$ cat src/design/tbls_pkg.sv
`default_nettype none
// ----------------------------------------------------------------------------
// tbls_pkg
// Shared types and constants for the time-bucketed latency statistics block.
// ----------------------------------------------------------------------------
package tbls_pkg;

    localparam int SLOTS_DEFAULT = 64;

    localparam int TS_W    = 32;
    localparam int LAT_W   = 24;
    localparam int CNT_W   = 32;
    localparam int SUM_W   = 56;
    localparam int LEN_W   = 16;
    localparam int OIDX_W  = 6;

    localparam logic [LEN_W-1:0] SLOT_LEN_RESET = LEN_W'(60);

    typedef struct packed {
        logic [TS_W-1:0]  timestamp;
        logic [LAT_W-1:0] latency;
    } in_word_t;

    typedef struct packed {
        logic [OIDX_W-1:0] slot_index;
        logic [LAT_W-1:0]  slot_minimum;
        logic [LAT_W-1:0]  slot_maximum;
        logic [CNT_W-1:0]  slot_count;
        logic [LAT_W-1:0]  slot_average;
        logic              opened_slot;
        logic              evicted_oldest;
    } out_word_t;

    typedef struct packed {
        logic [LAT_W-1:0] minimum;
        logic [LAT_W-1:0] maximum;
        logic [CNT_W-1:0] count;
        logic [SUM_W-1:0] sum;
    } entry_t;

    typedef struct packed {
        logic capture;
        logic decide;
        logic update;
        logic load_out;
    } cmd_t;

    typedef struct packed {
        logic div_busy;
    } status_t;

endpackage

`default_nettype wire

$ cat src/design/tbls_ctrl.sv
`default_nettype none
// ----------------------------------------------------------------------------
// tbls_ctrl
// Controller: sequences capture, ring decision, slot update, divide and
// result hand-off, and owns both handshakes.
// ----------------------------------------------------------------------------
module tbls_ctrl (
    input  wire logic               clk,
    input  wire logic               rst_n,
    input  wire logic               in_valid,
    output logic                    in_ready,
    output logic                    out_valid,
    input  wire logic               out_ready,
    output tbls_pkg::cmd_t          cmd,
    input  wire tbls_pkg::status_t  status
);

    typedef enum logic [2:0] {
        S_IDLE,
        S_DECIDE,
        S_UPDATE,
        S_DIV,
        S_FINISH
    } state_t;

    state_t state_reg;
    logic   out_valid_reg;
    logic   out_free;

    assign out_free     = !out_valid_reg || out_ready;
    assign in_ready     = (state_reg == S_IDLE);
    assign cmd.capture  = in_valid && in_ready;
    assign cmd.decide   = (state_reg == S_DECIDE);
    assign cmd.update   = (state_reg == S_UPDATE);
    assign cmd.load_out = (state_reg == S_FINISH) && out_free;

    always_ff @(posedge clk or negedge rst_n)
    begin
        if (!rst_n)
        begin
            state_reg     <= S_IDLE;
            out_valid_reg <= 1'b0;
        end
        else
        begin
            if (cmd.load_out)
            begin
                out_valid_reg <= 1'b1;
            end
            else if (out_ready)
            begin
                out_valid_reg <= 1'b0;
            end
            case (state_reg)
                S_IDLE:
                begin
                    if (in_valid)
                    begin
                        state_reg <= S_DECIDE;
                    end
                end
                S_DECIDE:
                begin
                    state_reg <= S_UPDATE;
                end
                S_UPDATE:
                begin
                    state_reg <= S_DIV;
                end
                S_DIV:
                begin
                    if (!status.div_busy)
                    begin
                        state_reg <= S_FINISH;
                    end
                end
                S_FINISH:
                begin
                    if (out_free)
                    begin
                        state_reg <= S_IDLE;
                    end
                end
                default:
                begin
                    state_reg <= S_IDLE;
                end
            endcase
        end
    end

    assign out_valid = out_valid_reg;

endmodule

`default_nettype wire

$ cat config.mk
export PLATFORM = sky130hd
export DESIGN_NAME = tbls_ctrl
export DESIGN_NICKNAME = d
export VERILOG_FILES = /design/src/design/tbls_pkg.sv /design/src/design/tbls_ctrl.sv
export SDC_FILE = /design/constraint.sdc
export NUM_CORES = 1
export LEC_CHECK = 0
export BUFFER_PORTS_ARGS = -buffer_cell sky130_fd_sc_hd__buf_2
export CAP_MARGIN = 15
export CORE_AREA = 2 2 39 41
export CTS_CLUSTER_SIZE = 24
export DETAILED_ROUTE_END_ITERATION = 8
export DIE_AREA = 0 0 41 43
export GPL_ROUTABILITY_DRIVEN = 0
export PLACE_DENSITY_LB_ADDON = 0.3
export SLEW_MARGIN = 10
export SYNTH_ARGS = -nofsm -noshare
export SYNTH_HDL_FRONTEND = slang
export SYNTH_SLANG_ARGS = --single-unit
$ cat constraint.sdc
create_clock -name clk -period 4 [get_ports clk]
set_input_delay 1.2 -clock clk [delete_from_list [all_inputs] [get_ports clk]]
set_output_delay 1.2 -clock clk [all_outputs]
set_load 0.01 [all_outputs]
# After elaboration in Yosys (flattened, before gate mapping)
# Cells that the tools add are included.
dict set report op_classes {
  muxes 6
  n_reduce_logical 7
  eq_ne 7
}
# op count
set op_table {}
lappend op_table {{3-bit case mux with 5 select lines} 1}
lappend op_table {{3-bit 2-to-1 mux} 3}
lappend op_table {{3-bit by 2-bit equality test with 1-bit output (second input constant)} 2}
lappend op_table {{2-bit inequality test (second input constant)} 3}
lappend op_table {{3-bit by 1-bit equality test with 1-bit output (second input constant)} 1}
lappend op_table {{3-bit equality test (second input constant)} 1}
lappend op_table {{3-bit zero test} 1}
lappend op_table {{3-bit AND reduction} 1}
lappend op_table {{1-bit logical AND} 2}
lappend op_table {{1-bit 2-to-1 mux} 2}
lappend op_table {{2-bit nonzero test} 1}
lappend op_table {{1-bit zero test} 1}
lappend op_table {{1-bit logical OR} 1}
dict set report word_totals {
  word_cells 22
  reg_bits 4
  inputBits 5
}

# Logic depth before layout (Yosys ltp)
# Gate-level depths: netlist of the first run.
dict set report logic_depth {
  ltp_word 4
  mapped_depth 2
  depth_no_buf 2
}

# Worst setup path before layout of the first run
# No wires, ideal clock.
dict set report synth_timing {
  kind {input port to output port}
  startpoint {in out_ready}
  endpoint {out cmd[0] in the netlist's numbering}
  setup_slack_ns 1.275
  t_required_ns 2.800
  n_path_buf 0
  arrival_time_ns 1.525
  cell_stages 2
  path_cell_list {nand2b_1 -> nor2b_1}
}
# element line
set synth_rtl {}
lappend synth_rtl {{from (decl)} tbls_ctrl.sv:13} ;# input wire logic out_ready,
lappend synth_rtl {{to (decl)} tbls_ctrl.sv:14} ;# output tbls_pkg::cmd_t cmd,

==> results of run 1 <==
[cells in the mapped netlist (all sizes together)]
master  count
dfrtp       4
nor3        3
nand2       2
nand2b      2
nor2        2
a21oi       1
and2        1
and3b       1
inv         1
nor2b       1
o21bai      1
o32ai       1
or3b        1
[cells by family (layout without fill, tap and decap cells)]
family / after synthesis / count (layout) / synth area share
flops: 4 / 4 / 0.5063
buf+inv: 1 / 14 / 0.01897
simple gates: 13 / 13 / 0.3671
compound gates: 3 / 3 / 0.1076
[worst max-delay path: cells and delay by family]
family / cells / cell delay [ns]
simple gates: 2 / 0.31
buf+inv: 2 / 0.22
[cell type report]
cell class,count,area [um2],share of cell area
Inverter,1,3.754,0.01293
Timing Repair Buffer,10,50.05,0.1724
Multi-Input combinational cell,16,93.84,0.3233
Clock buffer,3,22.52,0.07759
Sequential cell,4,100.1,0.3448
Tap cell,16,20.02,0.06897
[where the power goes]
part           switching (uW)  leakage, uW  internal, uW
sequential               23.3    0.0000500          56.7
clock                    15.9    0.0000138          33.5
combinational            40.3    0.0000930          38.0
[worst paths after layout]
path / startpoint / to / slack, ns
worst max-delay path: out_ready / cmd[0] / 1.07
worst min-delay path: out_valid / out_valid / 0.52
worst max register to register: state_reg[0] / state_reg[2] / 2.89
worst min register to register: out_valid / out_valid / 0.52
max in group asynchronous: rst_n / state_reg[2] / 3.12
min in group asynchronous: rst_n / state_reg[1] / 0.77
[routing by layer]
| metal | track usage | vias to the layer above | part of all wire |
|---|---|---|---|
| li1 | - | 99 | - |
| met1 | 0.1010 | 76 | 0.55 |
| met2 | 0.05938 | 11 | 0.31 |
| met3 | 0.03665 | 0 | 0.13 |
| met4 | 0.08000 | 0 | 0 |
| met5 | 0 | - | 0 |
[through the flow]
| stage | power (uW) | worst slack (ns) | hold slack (ns) | cell area, um2 | std cells |
|---|---|---|---|---|---|
| 2_1_floorplan | 125.7 | 1.275 | 0.4661 | 197.7 | 21 |
| 3_3_place_gp | 159.9 | 1.075 | 0.5274 | 267.8 | 47 |
| 3_5_place_dp | 160.3 | 1.074 | 0.5222 | 267.8 | 47 |
| 4_1_cts | 212.0 | 1.071 | 0.5313 | 290.3 | 50 |
| 5_1_grt | 226.3 | 1.037 | 0.5649 | 290.3 | 50 |
| 6_report | 207.7 | 1.070 | 0.5235 | 290.3 | 50 |
==> results.cfg, run 1 <==
[power_and_ir_drop]
irDropWorstVdd_v = 0.0001835
power_density_nw_per_um2 = 715.5
leakage_uw = 0.0001569

[detailed_routing]
drc_errors = 0
vias = 186
firstDrtPassIters = 3
routed_wire_per_std_cell_um = 9.260
detail-route-antenna-nets = 0
route.final.wire_length_um = 463
viasPerCell = 3.720
drt_first_iter_violations = 5

[critical_path]
cp-end-kind = primary output
cp_cell_sequence = buf_2 > nand2b_1 > nor2b_1 > buf_2
cp.required_ns = 2.80
reg2regPathDepth = 2
critPathSlowestCell = nand2b_1
timing.setup.critical_path_class = primary input to primary output
critPathLaunchType = primary input
critPathMostFrequentCell = buf_2
cp.arrival_ns = 1.73
crit_fanout = 3
cpPeakStageDelay_ns = 0.17

[timing]
least_margin_pin_slew_ns = 0.2292
total_negative_slack_for_setup_checks_ns = 0
layout_worst_path_cycle_share = 0.7324
finalWorstPathRequiredPeriod_ns = 2.930
grt_setup_unrepaired = false
achievable-frequency_ghz = 0.3413
timing_max_transition_violations_final = 0
slew-limit-headroom = 0.8467
hold_viol = 0
finalClockSkew_ns = 0.0003181
report.final.setup_viol = 0

[placement]
dpl.hpwl_um = 364
port_buf_inserts = 10

[logic_synthesis]
mapped_nets = 26
mapped_cell_area_um2 = 197.7
syn-instance-count = 21
synth_top_cell_area_share = 0.5063
postSynthRegisterBits = 4
ys_warn_count = 0
synth.area.top_cells = dfrtp_1 (51%), nor3_1 (7.6%), nand2b_1 (6.3%)
synth.avg_cell_area_um2 = 9.414
fraction_of_the_yosys_area_taken_by_sequential_cells = 0.5063
synth_area_leader_cell = dfrtp_1
synth.distinct_cells = 13

[clocking]
numClockSinks = 4
ctsHoldBuffers = 0
clockRootBuffer = clkbuf_4
post-cts-setup-buffer-count = 0
cts-buffers-inserted = 3
htree_num_levels = 1
ctsLongestPathBuffers = 2
cts_tree = yes
post_cts_resized = 0
clock_latency_on_the_worst_skew_pair_ns = 0.23
clkSlewWorstSetupHoldPaths_ns = 0.04

[global_routing]
grt_pass1_vias = 156
grt_first_pass_wirelength_um = 752
grt_usage = 0.06956
gr-total-overflow = 0
grt_start_max_net_pins = 9
initial_antenna_violation_count = 0

[cells_and_area]
layout_common_cells = buf_2 (10), dfrtp_1 (4), nor3_1 (3), clkbuf_4 (3)
antenna_cells_inserted = 0
finish.utilization = 0.2098
synthToLayoutAreaGrowth_pct = 46.83
nFillCells = 142
final_net_count = 41
final_common_cell = buf_2
final_layout_size_suffix_gt1_frac = 0.3824
largest_register_ff_count = 3

[worst_hold_path]
holdPathStages = 2
worst_hold_path_type = flip-flop to flip-flop

[outcome]
status = finished clean

[floorplan]
floorplan.die.width_um = 41
placement_rows = 14
ios = 11
die_area_um2 = 1763
floorplan.die.height_um = 43
initial_core_util = 0.1429
core_um2 = 1384

[flow_run]
maxCapViolCount = 0
(Power assumes the default switching activity.)
==> run 2: changes to the inputs <==
==> constraint.sdc (replaced) <==
create_clock -name clk -period 2.51 [get_ports clk]
set_input_delay 0.753 -clock clk [delete_from_list [all_inputs] [get_ports clk]]
set_output_delay 0.753 -clock clk [all_outputs]
set_load 0.01 [all_outputs]
==> results.cfg, run 2 (synthesis gave the netlist of run 1 again) <==
[clocking]
post_cts_resized = 0
ctsLongestPathBuffers = 2
cts_tree = yes
ctsHoldBuffers = 0
htree_num_levels = 1
numClockSinks = 4
clkSlewWorstSetupHoldPaths_ns = 0.04
clock_latency_on_the_worst_skew_pair_ns = 0.23
post-cts-setup-buffer-count = 0
clockRootBuffer = clkbuf_4
cts-buffers-inserted = 3

[detailed_routing]
route.final.wire_length_um = 450
firstDrtPassIters = 2
drc_errors = 0
viasPerCell = 3.800
topRoutingLayerUsed = met3
drt_first_iter_violations = 4
routed_wire_per_std_cell_um = 9.000
m1WireLength_um = 236
met3RoutedLength_um = 65
detail-route-antenna-nets = 0
vias = 190
route.met2.wl_um = 148

[critical_path]
worstReg2RegStart = state_reg[1]
crit_fanout = 8
cp.arrival_ns = 1.36
cp.required_ns = 1.76
setup.worst_path.start = state_reg[1]
timing.setup.critical_path_class = flip-flop to primary output
cp-end-kind = primary output
critPathLaunchType = flip-flop

[cells_and_area]
sequential_cell_area_um2 = 100.1
antenna_cells_inserted = 0
largest_register_ff_count = 3
nFillCells = 158
final_layout_size_suffix_gt1_frac = 0.3824
final_net_count = 41
multi_input_area_um2 = 93.84
synthToLayoutAreaGrowth_pct = 46.83
layout_common_cells = buf_2 (10), dfrtp_1 (4), nor3_1 (3), clkbuf_4 (3)
final_common_cell = buf_2

[flow_run]
maxCapViolCount = 0

[floorplan]
initial_core_util = 0.1429
floorplan.die.width_um = 41
die_area_um2 = 1763
core_um2 = 1384
placement_rows = 14
floorplan.die.height_um = 43
ios = 11

[power_and_ir_drop]
leakage_uw = 0.0001569
power_density_nw_per_um2 = 1143
irDropWorstVdd_v = 0.0003092

[timing]
finalWorstPathRequiredPeriod_ns = 2.114
least_margin_pin_slew_ns = 0.2329
finalClockSkew_ns = 0.001711
achievable-frequency_ghz = 0.4730
total_negative_slack_for_setup_checks_ns = 0
grt_setup_unrepaired = false
report.final.setup_viol = 0
hold_viol = 0
timing_max_transition_violations_final = 0
worst_slack_ns = 0.3960
slew-limit-headroom = 0.8443
layout_worst_path_cycle_share = 0.8422

[global_routing]
grt_start_max_net_pins = 9
grt_pass1_vias = 191
initial_antenna_violation_count = 0
grt_usage = 0.07669
gr-total-overflow = 0
grt_first_pass_wirelength_um = 814

[placement]
port_buf_inserts = 10
dpl.hpwl_um = 328.5
detailedPlace.worstSlack_ns = 0.4845

[outcome]
status = finished clean

[worst_hold_path]
worst_hold_path_type = primary input to async pin
[run 2: cell counts in the layout (fill, tap and decap cells not counted)]
No cell type changed its count.
[run 2: worst paths after layout]
check	cells past startpoint	to	slack [ns]
min in group clk	1	state_reg[0]	0.53
min	1	out_valid	0.31
max in group asynchronous	1	state_reg[1]	2.08
min reg2reg	1	state_reg[0]	0.53
max reg2reg	2	state_reg[2]	1.40
max	3	cmd[0]	0.40
[run 2: critical path, stage by stage (launching register included)]
cell and delay, ns:
dfrtp_1 0.44, or3b_1 0.43, nor2b_1 0.12, buf_2 0.13
[run 2: power breakdown]
part	total (uW)	switching, uW	internal [uW]	leakage (uW)
clock	79.5	26.0	53.5	0.0000138
combinational	125	64.1	60.6	0.0000930
sequential	128	37.2	90.4	0.0000500
[run 2: layer usage]
layer,up-vias,GRT usage
li1,99,-
met1,80,0.1013
met2,11,0.07500
met3,0,0.04712
met4,0,0.08000
met5,-,0
[run 2: cell type report]
type,instances,share of cell area
multi-input cells,16,0.3233
well taps,16,0.06897
clock buffers,3,0.07759
inverters,1,0.01293
repair buffers,10,0.1724
flip-flops and latches,4,0.3448
[run 2: through the flow]
stage / power (uW) / hold WS (ns) / utilization / area, um2 / cells
6_report: 331.8 / 0.3150 / 0.2098 / 290.3 / 50
5_1_grt: 369.0 / 0.3078 / 0.2098 / 290.3 / 50
4_1_cts: 338.4 / 0.3076 / 0.2098 / 290.3 / 50
3_5_place_dp: 253.6 / 0.5204 / 0.1935 / 267.8 / 47
3_3_place_gp: 254.8 / 0.5253 / 0.1935 / 267.8 / 47
2_1_floorplan: 200.4 / 0.4574 / - / 197.7 / 21
